## src/snbb_pkg.sv

```systemverilog
// Package for the struck noise-burst exciter: sequencer states, register
// indexes and the control bundle of the shared multiply-accumulate unit.
// No dependencies.
package snbb_pkg;

    localparam int CFG_IDX_WIDTH = 3;
    localparam int CFG_DATA_WIDTH = 32;
    localparam int COEF_WIDTH = 24;
    localparam int BURST_WIDTH = 12;
    localparam int MAC_A_WIDTH = 33;
    localparam int MAC_B_WIDTH = 25;
    localparam int ACC_WIDTH = 64;

    localparam logic [CFG_IDX_WIDTH-1:0] CFG_B0 = 3'd0;
    localparam logic [CFG_IDX_WIDTH-1:0] CFG_B1 = 3'd1;
    localparam logic [CFG_IDX_WIDTH-1:0] CFG_B2 = 3'd2;
    localparam logic [CFG_IDX_WIDTH-1:0] CFG_A1 = 3'd3;
    localparam logic [CFG_IDX_WIDTH-1:0] CFG_A2 = 3'd4;
    localparam logic [CFG_IDX_WIDTH-1:0] CFG_SPM = 3'd5;
    localparam logic [CFG_IDX_WIDTH-1:0] CFG_SEED = 3'd6;

    localparam logic FUNC_SAMPLE = 1'b0;
    localparam logic FUNC_STRIKE = 1'b1;

    typedef enum logic [3:0] {
        S_IDLE,
        S_DIV,
        S_NAMP,
        S_LO,
        S_HI,
        S_X,
        S_B0,
        S_B1,
        S_B2,
        S_A1,
        S_A2,
        S_OUT
    } t_state;

    // Control of the shared multiply-accumulate unit.
    typedef struct packed {
        logic en;     // perform an operation this cycle
        logic clr;    // start a fresh sum instead of accumulating
        logic sh24;   // weight the product by two to the 24th
    } t_mac_ctl;

endpackage

```

## src/snbb_if.sv

```systemverilog
// Valid/ready channel interfaces for the exciter's item and result streams.
// Depends on nothing; the sample widths follow the sample width parameter.
interface snbb_in_if #(parameter int SAMPLE_WIDTH = 16);
    logic                    valid;
    logic                    ready;
    logic                    func;
    logic [7:0]              hardness;
    logic [15:0]             amplitude;
    logic [SAMPLE_WIDTH-1:0] in_sample;

    modport source (output valid, func, hardness, amplitude, in_sample, input ready);
    modport sink (input valid, func, hardness, amplitude, in_sample, output ready);
endinterface

interface snbb_out_if #(parameter int SAMPLE_WIDTH = 16);
    logic                    valid;
    logic                    ready;
    logic [SAMPLE_WIDTH-1:0] out_sample;
    logic                    burst_active;

    modport source (output valid, out_sample, burst_active, input ready);
    modport sink (input valid, out_sample, burst_active, output ready);
endinterface

```

## src/snbb_mac.sv

```systemverilog
// Signed multiply-accumulate unit shared by the noise and filter products.
// Depends on snbb_pkg for widths and the control bundle.
module snbb_mac (
    input  logic                                     i_clk,
    input  snbb_pkg::t_mac_ctl                       i_ctl,
    input  logic signed [snbb_pkg::MAC_A_WIDTH-1:0]  i_a,
    input  logic signed [snbb_pkg::MAC_B_WIDTH-1:0]  i_b,
    output logic signed [snbb_pkg::ACC_WIDTH-1:0]    o_acc
);
    localparam int PW = snbb_pkg::MAC_A_WIDTH + snbb_pkg::MAC_B_WIDTH;

    logic signed [PW-1:0]                  w_prod;
    logic signed [snbb_pkg::ACC_WIDTH-1:0] w_term;
    logic signed [snbb_pkg::ACC_WIDTH-1:0] w_base;
    logic signed [snbb_pkg::ACC_WIDTH-1:0] r_acc;

    assign w_prod = i_a * i_b;
    assign w_term = i_ctl.sh24 ? (snbb_pkg::ACC_WIDTH'(w_prod) <<< 24)
                               : snbb_pkg::ACC_WIDTH'(w_prod);
    assign w_base = i_ctl.clr ? '0 : r_acc;

    always_ff @(posedge i_clk) begin
        if (i_ctl.en) begin
            r_acc <= w_base + w_term;
        end
    end

    assign o_acc = r_acc;
endmodule

```

## src/struck_noise_burst_biquad.sv

```systemverilog
// Top level of the struck noise-burst exciter with biquad low-pass.
// Depends on snbb_pkg, the channel interfaces in snbb_if and snbb_mac.
//
// Usage: items arrive on i_in (valid/ready). func selects a strike, which
// loads amplitude, sizes the burst from hardness and starts it, or a sample,
// which adds the next filtered noise-burst sample to in_sample. Every item
// yields one result item on o_out: the mixed sample and a flag that is high
// while burst samples remain. Coefficients, samples per millisecond and the
// noise seed are written through the plain write port (i_cfg_we, i_cfg_idx,
// i_cfg_data); the user must do so only while the block is idle, which the
// block itself does not enforce. A seed write reloads the generator at once.
//
// Timing: a strike, or a sample after the burst has ended, is answered in
// the next cycle. A sample inside the burst runs through a small sequencer:
// the restoring divider that forms the envelope index (skipped for a one-sample
// burst), three passes of the shared multiplier for noise times amplitude
// times envelope, one saturation step, five filter taps on the same
// multiplier and one output step. The sequencer then returns to idle and
// takes no new item before it is back there.
//
// Reset loads the generator with one, clears burst and filter state and
// restores the register defaults. The envelope table is constant logic and
// needs no fill. When the receiver stalls, the result stays in the output
// register and no new item is taken until it has been delivered.
module struck_noise_burst_biquad #(
    parameter int ENV_TABLE_DEPTH = 256,
    parameter int SAMPLE_WIDTH = 16
) (
    input  logic                                  i_clk,
    input  logic                                  i_rst_n,
    snbb_in_if.sink                               i_in,
    snbb_out_if.source                            o_out,
    input  logic                                  i_cfg_we,
    input  logic [snbb_pkg::CFG_IDX_WIDTH-1:0]    i_cfg_idx,
    input  logic [snbb_pkg::CFG_DATA_WIDTH-1:0]   i_cfg_data
);
    localparam int IDXW = $clog2(ENV_TABLE_DEPTH);
    localparam int BW = snbb_pkg::BURST_WIDTH;
    localparam int CW = snbb_pkg::COEF_WIDTH;
    localparam int AW = snbb_pkg::ACC_WIDTH;
    localparam int DVW = BW + IDXW + 2;
    localparam logic [BW-1:0] BURST_MAX = {BW{1'b1}};
    localparam logic [IDXW-1:0] IDX_LAST = IDXW'(ENV_TABLE_DEPTH - 1);
    localparam longint Q30_ONE = 64'sd1073741824;
    localparam longint HALF_PI_Q30 = 64'sd1686629713;
    // Shift from the Q2.22 filter output to the sample format.
    localparam int YSH = 23 - SAMPLE_WIDTH;
    localparam int YSH_R = (YSH > 0) ? YSH : 0;
    localparam longint YRND = (64'sd1 <<< YSH_R) >>> 1;
    localparam int YSH_L = (YSH < 0) ? 1 : 0;
    localparam int MW = 27;
    localparam longint SMAX = (64'sd1 <<< (SAMPLE_WIDTH - 1)) - 1;
    localparam longint SMIN = -(64'sd1 <<< (SAMPLE_WIDTH - 1));

    // One entry of the descending half-Hann envelope: cos^2 by a Q30 Taylor
    // series, clamped, squared and rounded to Q1.15.
    function automatic longint env_entry(input longint k);
        longint x;
        longint x2;
        longint c;
        x = HALF_PI_Q30 * k / (ENV_TABLE_DEPTH - 1);
        x2 = longint'(unsigned'(x * x) >> 30);
        c = Q30_ONE;
        c = Q30_ONE - (x2 * c) / (Q30_ONE * 132);
        c = Q30_ONE - (x2 * c) / (Q30_ONE * 90);
        c = Q30_ONE - (x2 * c) / (Q30_ONE * 56);
        c = Q30_ONE - (x2 * c) / (Q30_ONE * 30);
        c = Q30_ONE - (x2 * c) / (Q30_ONE * 12);
        c = Q30_ONE - (x2 * c) / (Q30_ONE * 2);
        if (c < 0) c = 0;
        if (c > Q30_ONE) c = Q30_ONE;
        return (c * c + (64'sd1 <<< 44)) >>> 45;
    endfunction

    function automatic logic [31:0] xorshift(input logic [31:0] s);
        logic [31:0] t;
        t = s ^ (s << 13);
        t = t ^ (t >> 17);
        t = t ^ (t << 5);
        return t;
    endfunction

    function automatic logic signed [CW-1:0] sat24(input logic signed [AW-1:0] v);
        if (v > AW'(64'sd8388607)) return 24'sh7FFFFF;
        if (v < AW'(-64'sd8388608)) return 24'sh800000;
        return v[CW-1:0];
    endfunction

    logic [15:0] w_env [ENV_TABLE_DEPTH];
    for (genvar k = 0; k < ENV_TABLE_DEPTH; k++) begin : g_env
        assign w_env[k] = 16'(env_entry(longint'(k)));
    end

    // Configuration registers. The seed only ever lands in the generator.
    logic signed [CW-1:0] r_b0, r_b1, r_b2, r_a1, r_a2;
    logic [7:0]           r_spm;

    // Voice state.
    logic [31:0]          r_noise;
    logic [BW-1:0]        r_total, r_pos;
    logic [15:0]          r_amp;
    logic signed [CW-1:0] r_in1, r_in2, r_out1, r_out2;

    // Sequencer working registers.
    snbb_pkg::t_state     r_state, n_state;
    logic [DVW-1:0]       r_rem, r_dsh;
    logic [IDXW-1:0]      r_q, r_cnt;
    logic [15:0]          r_env;
    logic signed [23:0]   r_p1hi;
    logic signed [CW-1:0] r_x;
    logic signed [SAMPLE_WIDTH-1:0] r_mix;

    // Output register.
    logic                    r_ov;
    logic [SAMPLE_WIDTH-1:0] r_osample;
    logic                    r_oactive;

    snbb_pkg::t_mac_ctl                      w_ctl;
    logic signed [snbb_pkg::MAC_A_WIDTH-1:0] w_a;
    logic signed [snbb_pkg::MAC_B_WIDTH-1:0] w_b;
    logic signed [AW-1:0]                    w_acc;

    logic w_accept, w_strike, w_burst, w_div_ge;
    logic [16:0] w_len_prod;
    logic [12:0] w_len_raw;
    logic [BW-1:0] w_len;
    logic signed [CW-1:0] w_xsat, w_y;
    logic signed [MW-1:0] w_ys, w_sum;
    logic [SAMPLE_WIDTH-1:0] w_res;

    assign i_in.ready = (r_state == snbb_pkg::S_IDLE) && (!r_ov || o_out.ready);
    assign w_accept = i_in.valid && i_in.ready;
    assign w_strike = w_accept && (i_in.func == snbb_pkg::FUNC_STRIKE);
    assign w_burst = w_accept && (i_in.func == snbb_pkg::FUNC_SAMPLE) && (r_pos < r_total);

    // Burst length: floor(spm * (320 - hardness) / 16), clamped to 1..4095.
    assign w_len_prod = 17'(r_spm) * (17'd320 - 17'(i_in.hardness));
    assign w_len_raw = w_len_prod[16:4];
    assign w_len = (w_len_raw == '0) ? BW'(1)
                 : (w_len_raw > 13'(BURST_MAX)) ? BURST_MAX : w_len_raw[BW-1:0];

    assign w_div_ge = r_rem >= r_dsh;

    // Excitation: round the Q0.31 x Q1.15 x Q1.15 product to Q2.22.
    assign w_xsat = sat24((w_acc + (64'sd1 <<< 38)) >>> 39);
    // Filter output in Q2.22, then scaled to the sample format.
    assign w_y = sat24((w_acc + (64'sd1 <<< 21)) >>> 22);
    always_comb begin
        if (YSH_L != 0) begin
            w_ys = MW'(w_y) <<< 1;
        end else begin
            w_ys = (MW'(w_y) + MW'(YRND)) >>> YSH_R;
        end
        w_sum = MW'(r_mix) + w_ys;
        if (w_sum > MW'(SMAX)) begin
            w_res = SAMPLE_WIDTH'(SMAX);
        end else if (w_sum < MW'(SMIN)) begin
            w_res = SAMPLE_WIDTH'(SMIN);
        end else begin
            w_res = w_sum[SAMPLE_WIDTH-1:0];
        end
    end

    // Next state.
    always_comb begin
        n_state = r_state;
        unique case (r_state)
            snbb_pkg::S_IDLE: begin
                if (w_burst) begin
                    n_state = (r_total > BW'(1)) ? snbb_pkg::S_DIV : snbb_pkg::S_NAMP;
                end
            end
            snbb_pkg::S_DIV: begin
                if (r_cnt == '0) n_state = snbb_pkg::S_NAMP;
            end
            snbb_pkg::S_NAMP: n_state = snbb_pkg::S_LO;
            snbb_pkg::S_LO:   n_state = snbb_pkg::S_HI;
            snbb_pkg::S_HI:   n_state = snbb_pkg::S_X;
            snbb_pkg::S_X:    n_state = snbb_pkg::S_B0;
            snbb_pkg::S_B0:   n_state = snbb_pkg::S_B1;
            snbb_pkg::S_B1:   n_state = snbb_pkg::S_B2;
            snbb_pkg::S_B2:   n_state = snbb_pkg::S_A1;
            snbb_pkg::S_A1:   n_state = snbb_pkg::S_A2;
            snbb_pkg::S_A2:   n_state = snbb_pkg::S_OUT;
            snbb_pkg::S_OUT:  n_state = snbb_pkg::S_IDLE;
            default:          n_state = snbb_pkg::S_IDLE;
        endcase
    end

    // Multiplier operand selection.
    always_comb begin
        w_ctl = '0;
        w_a = '0;
        w_b = '0;
        unique case (r_state)
            snbb_pkg::S_NAMP: begin
                w_ctl = '{en: 1'b1, clr: 1'b1, sh24: 1'b0};
                w_a = snbb_pkg::MAC_A_WIDTH'($signed(r_noise));
                w_b = $signed({9'd0, r_amp});
            end
            snbb_pkg::S_LO: begin
                w_ctl = '{en: 1'b1, clr: 1'b1, sh24: 1'b0};
                w_a = $signed({9'd0, w_acc[23:0]});
                w_b = $signed({9'd0, r_env});
            end
            snbb_pkg::S_HI: begin
                w_ctl = '{en: 1'b1, clr: 1'b0, sh24: 1'b1};
                w_a = snbb_pkg::MAC_A_WIDTH'(r_p1hi);
                w_b = $signed({9'd0, r_env});
            end
            snbb_pkg::S_B0: begin
                w_ctl = '{en: 1'b1, clr: 1'b1, sh24: 1'b0};
                w_a = snbb_pkg::MAC_A_WIDTH'(r_x);
                w_b = snbb_pkg::MAC_B_WIDTH'(r_b0);
            end
            snbb_pkg::S_B1: begin
                w_ctl = '{en: 1'b1, clr: 1'b0, sh24: 1'b0};
                w_a = snbb_pkg::MAC_A_WIDTH'(r_in1);
                w_b = snbb_pkg::MAC_B_WIDTH'(r_b1);
            end
            snbb_pkg::S_B2: begin
                w_ctl = '{en: 1'b1, clr: 1'b0, sh24: 1'b0};
                w_a = snbb_pkg::MAC_A_WIDTH'(r_in2);
                w_b = snbb_pkg::MAC_B_WIDTH'(r_b2);
            end
            snbb_pkg::S_A1: begin
                w_ctl = '{en: 1'b1, clr: 1'b0, sh24: 1'b0};
                w_a = snbb_pkg::MAC_A_WIDTH'(r_out1);
                w_b = -snbb_pkg::MAC_B_WIDTH'(r_a1);
            end
            snbb_pkg::S_A2: begin
                w_ctl = '{en: 1'b1, clr: 1'b0, sh24: 1'b0};
                w_a = snbb_pkg::MAC_A_WIDTH'(r_out2);
                w_b = -snbb_pkg::MAC_B_WIDTH'(r_a2);
            end
            default: begin
                w_ctl = '0;
            end
        endcase
    end

    snbb_mac u_mac (
        .i_clk (i_clk),
        .i_ctl (w_ctl),
        .i_a   (w_a),
        .i_b   (w_b),
        .o_acc (w_acc)
    );

    // Control state.
    always_ff @(posedge i_clk) begin
        if (!i_rst_n) begin
            r_state <= snbb_pkg::S_IDLE;
            r_ov <= 1'b0;
            r_b0 <= '0;
            r_b1 <= '0;
            r_b2 <= '0;
            r_a1 <= '0;
            r_a2 <= '0;
            r_spm <= 8'd48;
            r_noise <= 32'd1;
            r_total <= '0;
            r_pos <= '0;
            r_amp <= '0;
            r_in1 <= '0;
            r_in2 <= '0;
            r_out1 <= '0;
            r_out2 <= '0;
        end else begin
            r_state <= n_state;

            if (w_accept && !w_burst) begin
                r_ov <= 1'b1;
            end else if (r_state == snbb_pkg::S_OUT) begin
                r_ov <= 1'b1;
            end else if (o_out.ready) begin
                r_ov <= 1'b0;
            end

            if (i_cfg_we) begin
                unique case (i_cfg_idx)
                    snbb_pkg::CFG_B0:   r_b0 <= i_cfg_data[CW-1:0];
                    snbb_pkg::CFG_B1:   r_b1 <= i_cfg_data[CW-1:0];
                    snbb_pkg::CFG_B2:   r_b2 <= i_cfg_data[CW-1:0];
                    snbb_pkg::CFG_A1:   r_a1 <= i_cfg_data[CW-1:0];
                    snbb_pkg::CFG_A2:   r_a2 <= i_cfg_data[CW-1:0];
                    snbb_pkg::CFG_SPM:  r_spm <= i_cfg_data[7:0];
                    // The seed goes straight into the generator below.
                    snbb_pkg::CFG_SEED: ;
                    default: ;
                endcase
            end

            if (i_cfg_we && (i_cfg_idx == snbb_pkg::CFG_SEED)) begin
                r_noise <= i_cfg_data;
            end else if (w_burst) begin
                r_noise <= xorshift(r_noise);
            end

            if (w_strike) begin
                r_total <= w_len;
                r_pos <= '0;
                r_amp <= i_in.amplitude;
                r_in1 <= '0;
                r_in2 <= '0;
                r_out1 <= '0;
                r_out2 <= '0;
            end else if (r_state == snbb_pkg::S_OUT) begin
                r_pos <= r_pos + BW'(1);
                r_in2 <= r_in1;
                r_in1 <= r_x;
                r_out2 <= r_out1;
                r_out1 <= w_y;
            end
        end
    end

    // Datapath registers.
    always_ff @(posedge i_clk) begin
        if (w_burst) begin
            r_mix <= i_in.in_sample;
            r_rem <= DVW'(2 * r_pos) * DVW'(ENV_TABLE_DEPTH - 1) + DVW'(r_total - BW'(1));
            r_dsh <= DVW'(2 * (r_total - BW'(1))) << (IDXW - 1);
            r_cnt <= IDXW'(IDXW - 1);
            r_q <= IDX_LAST;
        end else if (r_state == snbb_pkg::S_DIV) begin
            if (w_div_ge) begin
                r_rem <= r_rem - r_dsh;
            end
            r_q <= {r_q[IDXW-2:0], w_div_ge};
            r_dsh <= r_dsh >> 1;
            r_cnt <= r_cnt - IDXW'(1);
        end
        if (r_state == snbb_pkg::S_NAMP) begin
            r_env <= w_env[r_q];
        end
        if (r_state == snbb_pkg::S_LO) begin
            r_p1hi <= w_acc[47:24];
        end
        if (r_state == snbb_pkg::S_X) begin
            r_x <= w_xsat;
        end
        if (w_accept && !w_burst) begin
            r_osample <= i_in.in_sample;
            r_oactive <= w_strike ? 1'b1 : 1'b0;
        end else if (r_state == snbb_pkg::S_OUT) begin
            r_osample <= w_res;
            r_oactive <= (r_pos + BW'(1)) < r_total;
        end
    end

    assign o_out.valid = r_ov;
    assign o_out.out_sample = r_osample;
    assign o_out.burst_active = r_oactive;

    // The sequencer never takes an item while busy.
    a_busy_not_ready: assert property (@(posedge i_clk) disable iff (!i_rst_n)
        (r_state != snbb_pkg::S_IDLE) |-> !i_in.ready)
        else $error("item accepted while the sequencer is busy");

    // A burst result only lands in an empty output register.
    a_out_free: assert property (@(posedge i_clk) disable iff (!i_rst_n)
        (r_state == snbb_pkg::S_OUT) |-> !r_ov)
        else $error("burst result would overwrite a pending result");

    // A strike is answered next cycle with the burst flagged active.
    a_strike_active: assert property (@(posedge i_clk) disable iff (!i_rst_n)
        w_strike |=> (r_ov && r_oactive))
        else $error("strike result missing or not active");

    // The burst position never runs past the burst length.
    a_pos_bound: assert property (@(posedge i_clk) disable iff (!i_rst_n)
        r_pos <= r_total)
        else $error("burst position beyond burst length");
endmodule
```

## src/flat_wrapper.sv

```systemverilog
// flat-port wrapper written by rule: the top's interface ports become plain ports
module struck_noise_burst_biquad_flat 
#(
    parameter int ENV_TABLE_DEPTH = 256,
    parameter int SAMPLE_WIDTH = 16
)
  (i_clk, i_rst_n, i_cfg_we, i_cfg_idx, i_cfg_data, i_in_valid, i_in_func, i_in_hardness, i_in_amplitude, i_in_in_sample, i_in_ready, o_out_valid, o_out_out_sample, o_out_burst_active, o_out_ready);
  snbb_in_if #(.SAMPLE_WIDTH(SAMPLE_WIDTH)) i_in_i ();
  snbb_out_if #(.SAMPLE_WIDTH(SAMPLE_WIDTH)) o_out_i ();
  input  logic i_clk;
  input  logic i_rst_n;
  input  logic i_cfg_we;
  input  logic [snbb_pkg::CFG_IDX_WIDTH-1:0] i_cfg_idx;
  input  logic [snbb_pkg::CFG_DATA_WIDTH-1:0] i_cfg_data;
  input wire logic [$bits(i_in_i.valid)-1:0] i_in_valid;
  input wire logic [$bits(i_in_i.func)-1:0] i_in_func;
  input wire logic [$bits(i_in_i.hardness)-1:0] i_in_hardness;
  input wire logic [$bits(i_in_i.amplitude)-1:0] i_in_amplitude;
  input wire logic [$bits(i_in_i.in_sample)-1:0] i_in_in_sample;
  output wire logic [$bits(i_in_i.ready)-1:0] i_in_ready;
  output wire logic [$bits(o_out_i.valid)-1:0] o_out_valid;
  output wire logic [$bits(o_out_i.out_sample)-1:0] o_out_out_sample;
  output wire logic [$bits(o_out_i.burst_active)-1:0] o_out_burst_active;
  input wire logic [$bits(o_out_i.ready)-1:0] o_out_ready;
  assign i_in_i.valid = i_in_valid;
  assign i_in_i.func = i_in_func;
  assign i_in_i.hardness = i_in_hardness;
  assign i_in_i.amplitude = i_in_amplitude;
  assign i_in_i.in_sample = i_in_in_sample;
  assign i_in_ready = i_in_i.ready;
  assign o_out_valid = o_out_i.valid;
  assign o_out_out_sample = o_out_i.out_sample;
  assign o_out_burst_active = o_out_i.burst_active;
  assign o_out_i.ready = o_out_ready;
  struck_noise_burst_biquad #(.ENV_TABLE_DEPTH(ENV_TABLE_DEPTH), .SAMPLE_WIDTH(SAMPLE_WIDTH)) u_core (.i_clk(i_clk), .i_rst_n(i_rst_n), .i_in(i_in_i), .o_out(o_out_i), .i_cfg_we(i_cfg_we), .i_cfg_idx(i_cfg_idx), .i_cfg_data(i_cfg_data));
endmodule
```

## config.mk

```make
export PLATFORM = sky130hd
export DESIGN_NAME = struck_noise_burst_biquad_flat
export DESIGN_NICKNAME = d
export VERILOG_FILES = /design/src/snbb_pkg.sv /design/src/snbb_if.sv /design/src/snbb_mac.sv /design/src/struck_noise_burst_biquad.sv /design/src/flat_wrapper.sv
export SDC_FILE = /design/constraint.sdc
export NUM_CORES = 2
export LEC_CHECK = 0
export ABC_CLOCK_PERIOD_IN_PS = 13300
export BUFFER_PORTS_ARGS = -buffer_cell sky130_fd_sc_hd__buf_4
export CORE_ASPECT_RATIO = 1.4
export CORE_MARGIN = 3
export CORE_UTILIZATION = 45
export DETAILED_ROUTE_END_ITERATION = 8
export SYNTH_ARGS = -nofsm -noshare
export SYNTH_HDL_FRONTEND = slang
export SYNTH_SLANG_ARGS = --single-unit
```

## constraint.sdc

```tcl
create_clock -name i_clk -period 13.3 [get_ports i_clk]
set_input_delay 1.33 -clock i_clk [delete_from_list [all_inputs] [get_ports i_clk]]
set_output_delay 1.33 -clock i_clk [all_outputs]
set_load 0.01 [all_outputs]
```

# Word level (Yosys, flattened, before mapping)
# Memories as Yosys holds them, arrays and structs flattened. A register that Yosys moved wholly into a read port is not among the register bits.
# Cells that the tools add are included.
# W data, S select, Z words.
[word_totals] register_bits=506 latch_bits=0 mem_bits_rw=0 romBits=4096 input_bits=81 output_inout_bits=19 wordCells=154 n_memories=1
[memory_table] name="(no name shown)" words=256 word_bits=16 rd=1 rd_clocked_by_memory_dff=1 wr=0 line_no="struck_noise_burst_biquad.sv:335" rtl="r_env <= w_env[r_q];"
[classes] add_sub_neg=14 multipliers=3 div=0 order_cmp=11 n_eq_ne=19 n_shift=0 n_mux=42 bitwise=6 reduce_logical=31
[op_table] cell="$pmux W33 S8" n=1
[op_table] cell="$mux W24" n=8
[op_table] cell="$pmux W25 S7" n=1
[op_table] cell="$mux W64" n=2
[op_table] cell="$mux W22" n=5
[op_table] cell="$add A64 B23 Y64 const B" n=1
[op_table] cell="$add A64 B40 Y64 const B" n=1
[op_table] cell="$add A64 B64 Y64" n=1
[op_table] cell="$mux W16" n=4
[op_table] cell="$mux W32" n=2
[op_table] cell="$xor A32 B32 Y32" n=2
[op_table] cell="$mul A33 B25 Y58" n=1
[op_table] cell="$neg A24 Y25" n=2
[op_table] cell="$pmux W4 S11" n=1
[op_table] cell="$gt A42 B24 Y1 const B" n=1
[op_table] cell="$lt A42 B24 Y1 const B" n=1
[op_table] cell="$xor A32 B15 Y32" n=1
[op_table] cell="$gt A27 B16 Y1 const B" n=1
[op_table] cell="$lt A27 B16 Y1 const B" n=1
[op_table] cell="$sub A12 B1 Y13 const B" n=2
[op_table] cell="$add A24 B8 Y25 const B" n=1
[op_table] cell="$gt A25 B24 Y1 const B" n=1
[op_table] cell="$lt A25 B24 Y1 const B" n=1
[op_table] cell="$lt A12 B12 Y1" n=2
[op_table] cell="39 further kinds" n=82

# Depth between registers and ports, before layout
[logic_depth] ltp_word=13 ltp_mapped=52 ltp_nobuf=49

# Cells and area by module
# From an unflattened synthesis, not the netlist that was laid out.
[hier_totals] cells_unflattened=8238 area_unflattened_um2=69434.1
[by_module_without_submodules] module="snbb_mac" instances=1 cells_each=3923 area_each_um2=35333.9 seq_area_each_um2=1921.8
[by_module_without_submodules] module="struck_noise_burst_biquad" instances=1 cells_each=4315 area_each_um2=34100.2 seq_area_each_um2=10500.1

# Worst setup path after synthesis
# OpenSTA, ideal clock, no wires.
[synth_path] kind="register to register" start="reg u_core.r_state[1]" end="reg u_core.u_mac.r_acc (netlist bit u_core.u_mac.o_acc[63]), data pin" setup_time_ps=268 arrival_time_ps=11094 required_ps=13032 slack_ps=1938 stages_incl_launch_ff=46 path_buffers=5 synth_period_minus_slack_ps=11362 cell_sequence="dfxtp_1 clkbuf_1 nand2_1 or2_0 nor2_1 clkbuf_1 buf_1 clkbuf_1 a211oi_1 nor2_1 fa_1 inv_1 fa_1 fa_1 inv_1 ha_1 fa_1 inv_1 [... 10 more ...] o31ai_1 o21ai_0 a21oi_1 xor2_1 o21ai_0 ha_1 a2111oi_0 o21ai_0 o21ai_0 o21ai_0 a21oi_1 o41ai_2 a41oi_1 o211ai_1 a41o_1 a221oi_1 o21ai_0 xnor3_1"
[synth_via] elab_chain_cells=6 word_cells_on_any_way=18 classes_between="add/sub: 1; mul: 1; eq/ne: 8; mux: 5; reduce/logical: 3"
[synth_rtl] element="start: declaration" line_no="struck_noise_burst_biquad.sv:105" rtl="snbb_pkg::t_state r_state, n_state;"
[synth_rtl] element="start signal: assignment" line_no="struck_noise_burst_biquad.sv:253" rtl="r_state <= snbb_pkg::S_IDLE;"
[synth_rtl] element="start signal: assignment" line_no="struck_noise_burst_biquad.sv:270" rtl="r_state <= n_state;"
[synth_rtl] element="$eq A4 B3 Y1 / $eq A4 B2 Y1 (equally long branches)" line_no="struck_noise_burst_biquad.sv:195" rtl="unique case (r_state)"
[synth_rtl] element="$reduce_or A2 Y1 (no line)"
[synth_rtl] element="$pmux W25 S7" line_no="struck_noise_burst_biquad.sv:195"
[synth_rtl] element="$mul A33 B25 Y58" line_no="snbb_mac.sv:17" rtl="assign w_prod = i_a * i_b;"
[synth_rtl] element="$mux W64" line_no="snbb_mac.sv:18" rtl="assign w_term = i_ctl.sh24 ? (snbb_pkg::ACC_WIDTH'(w_prod) <<< 24)"
[synth_rtl] element="$add A64 B64 Y64 *" line_no="snbb_mac.sv:24" rtl="r_acc <= w_base + w_term;"
[synth_rtl] element="end signal: assignment" line_no="snbb_mac.sv:24"
[synth_rtl] element="end: declaration" line_no="snbb_mac.sv:15" rtl="logic signed [snbb_pkg::ACC_WIDTH-1:0] r_acc;"
# Every way passes the cells marked *; elsewhere a longest branch is shown, timed or not.
# A chain may end at the register's enable or synchronous reset.

# Final worst setup path
[layout_path] start="reg u_core.r_state[0]" end="reg u_core.u_mac.r_acc (netlist bit u_core.u_mac.o_acc[63]), data pin"
# The elaborated chain is that of the path after synthesis.

==> run metrics <==
PwrDens=~110 nW/um^2; initial DRC count=roughly 5100; arrival time at the worst endpoint=12.96 ns; Die W=334.5 um; vias per inst=about 6; Crit path depth=42; Synth Area per Inst=8.339 um^2; CTS root buffer=clkbuf_16; Post-CTS Hold Fix Bufs=0; fmax=79.65 MHz; actual slew at the worst max-slew pin=1.200 ns; status=finished clean; pin count of the biggest net entering global routing=102; Synth top area share=0.2715; WP buf/inv=7; Crit-path slowest cell=nand3_1; Final Cell Area=around 73000 um^2; Slew Viols, Final=0; Critical Path End=u_core.u_mac.o_acc[63]$_DFFE_PN_; Area after DPL=71270 um^2; Final min period=12.55 ns; top_reg_cell synth=dfxtp_1; Syn Std Cell Area=67980 um^2; reg2reg start=u_core.r_state[0]$_SDFFE_PN0P_; H-Tree Depth=2; worst r2r path cells=42; number of synthesized flops with an enable pin=slightly below 200; synth unique cells=99; boundary pin count=100; critical path class=flop to flop; crit path max fanout=13; CTS tree=yes; RSZ-0062 raised after global routing=false; HPWL Detailed=201400 um; min-delay worst type=flop to flop; Rel. slew slack=0.1988; DP Cell Count=9929; Worst path most repeated cell=fa_1; Layout Nets=~9400; Synth area leader=fa_1; register-to-register setup slack=about 0.75 ns; Routed WL per cell=25.24 um; PortBufs=99; total clock sinks=roughly 520; synth top area cells=fa_1 (27%), dfxtp_1 (9.6%), edfxtp_1 (8.7%), nand2_1 (7.6%), ha_1 (7.5%); Crit. Startpoint=u_core.r_state[0]$_SDFFE_PN0P_; Rows=between 150 and 200; final setup fails=0; post-route insts no fill=10040; first-pass GRT wire length=381100 um; Lkg Pwr=~34 nW; Final Wtd Congestion=1.004; total power=0.008130 W; initial core utilization=0.4536; Worst Skew=0.03623 ns; capturing point of the worst reg2reg path=u_core.u_mac.o_acc[63]$_DFFE_PN_; Area growth syn-to-layout=7.743%; Num CTS Buffers=54; Largest stage delay, worst path=0.68 ns; synthesized flop and latch total=522; Max Buffers Root-to-Sink=3; Req. time, crit path=between 10 and 15 ns; die height=465.9 um; global route total overflow=0; post-synthesis async set-or-reset flop share=0; via count=59190; Core Area=149900 um^2; detailed-route wire length=253300 um; worst skew pair latency=0.66 ns; vias in the first global route=slightly above 60000; antenna-violating nets left=0; Total Routing Usage GR=0.3244; Worst path top cell family by delay=adder cells; setup TNS=0 ns; clk slew on worst S/H paths=0.07 ns; max cap viols=0; Crit. End Element=flop; Hold Fails Final Rpt=0; layout cell share with drive strength beyond 1=0.06241; Post-route DRC=0; Final period util=0.9439; detailed-router iteration count before antenna repair=9; Seq/Total Area, Yosys=0.1827; Die ar.=155800 um^2; Synthesized Nets=9563; Worst VDD drop=around 0.17 mV; startpoint types=flop; Yosys warning count=0; initial antenna violation count=9; Syn Inst Count=about 8200
per-stage QoR:
stage               hold WS (ns)  setup WS, ns  utilization
global route              0.4724      0.003716       0.4887
floorplan                 0.4206         1.938            -
detailed placement        0.4464        0.3670       0.4755
global placement          0.4389        0.4492       0.4755
finish                    0.4555        0.7458       0.4887
CTS                       0.4554        0.3318       0.4885
registers in the layout, indices dropped and copies added, names as in the netlist, 24 cells and up:
signal,cells
u_core.r_b1,24
u_core.r_b0,24
u_core.r_b2,24
u_core.r_in1,24
u_core.r_out1,24
u_core.r_noise,32
u_core.r_a2,24
u_core.r_in2,24
u_core.u_mac.o_acc,64
u_core.r_out2,24
u_core.r_p1hi,24
u_core.r_a1,24
u_core.r_x,24
Yosys cell counts, types with 137 or more instances:
cell and n:
nor2_1 568, dfxtp_1 325, nand3_1 144, and2_1 137
ha_1 407, a21oi_1 587, clkbuf_1 405, inv_1 1083
fa_1 922, xnor2_1 301, o21ai_0 262, nand2_1 1372
edfxtp_1 197
worst reg2reg max path: cells and delay by family (launching register included):
| kind | cells | cell delay (ns) |
|---|---|---|
| XOR/XNOR | 2 | 0.66 |
| AND/OR/NAND/NOR | 5 | 1.65 |
| adder cells (fa/ha/maj) | 9 | 4.42 |
| flip-flops | 1 | 0.66 |
| AO/OA/AOI/OAI | 19 | 4.28 |
| buffers and inverters | 7 | 0.65 |
report_power, final:
part / leakage (nW) / internal [W] / switching (W)
clock network: 0.945 / 0.000955 / 0.000728
logic: 28.2 / 0.00144 / 0.00273
registers: 4.43 / 0.00201 / 0.000269
area by class of cell:
| cell class | count | area, um^2 |
|---|---|---|
| Tap cell | 1955 | 2446 |
| Inverter | 1087 | 4083 |
| Clock inverter | 25 | 287.8 |
| Antenna cell | 5 | 12.51 |
| Clock buffer | 77 | 1659 |
| Multi-Input combinational cell | 6076 | 49980 |
| Fill cell | 14680 | 76630 |
| Sequential cell | 522 | 12430 |
| Timing Repair Buffer | 289 | 2345 |
timing repair:
| item | CTS | global route |
|---|---|---|
| resized for setup | 0 | 5 |
| setup buffers | 0 | 0 |
| endpoints found under the setup margin | 0 | 13 |
how the worst min path moves through the flow:
stage	start	end	slack, ns	cells past startpoint
after floorplan	u_core.u_mac.o_acc[47]$_DFFE_PN_	u_core.r_p1hi[23]$_DFFE_PN_	0.42	0
after global placement	u_core.r_b0[0]$_SDFFE_PN0P_	u_core.r_b0[0]$_SDFFE_PN0P_	0.44	2
after detailed placement	u_core.r_out2[6]$_SDFFE_PP0P_	u_core.r_out2[6]$_SDFFE_PP0P_	0.45	2
after CTS	u_core.r_b0[8]$_SDFFE_PN0P_	u_core.r_b0[8]$_SDFFE_PN0P_	0.46	2
after global routing	u_core.r_out2[17]$_SDFFE_PP0P_	u_core.r_out2[17]$_SDFFE_PP0P_	0.47	2
final	u_core.r_in1[11]$_SDFFE_PP0P_	u_core.r_in2[11]$_SDFFE_PP0P_	0.46	2
routing by layer:
layer	share of wire	global-route usage	up-vias
li1	-	-	26450
met1	0.36	0.3676	29430
met2	0.49	0.5588	2478
met3	0.057	0.03771	822
met4	0.094	0.2492	8
met5	0.00021	0	-
cells by family (layout without fill, tap and decap cells):
family          count (synthesis)  count (layout)  synth area share
compound gates               1606            1606            0.1504
other cells                     0               5                 0
simple gates                 2687            2687            0.1739
mux                            37              37          0.006570
buf+inv                      1555            1478           0.08606
xor+xnor                      417             417           0.05392
fa+ha+maj                    1329            1329            0.3464
flops                         522             522            0.1827
cells in the final DEF, fill, tap and decap left out, drive strengths merged, types with 31 or more instances in the layout:
cell / instances
ha: 407
and2: 139
clkbuf: 77
a21o: 132
fa: 922
a22oi: 50
xor2: 115
o211ai: 32
nor2b: 66
nand4: 57
edfxtp: 197
nor2: 571
buf: 289
xnor2: 301
a31oi: 82
nand3: 144
o31ai: 31
a21oi: 588
nand2: 1372
and3: 49
nor3: 101
nand2b: 60
o21ai: 274
a211oi: 91
dfxtp: 325
inv: 1088
(Power assumes the default switching activity.)
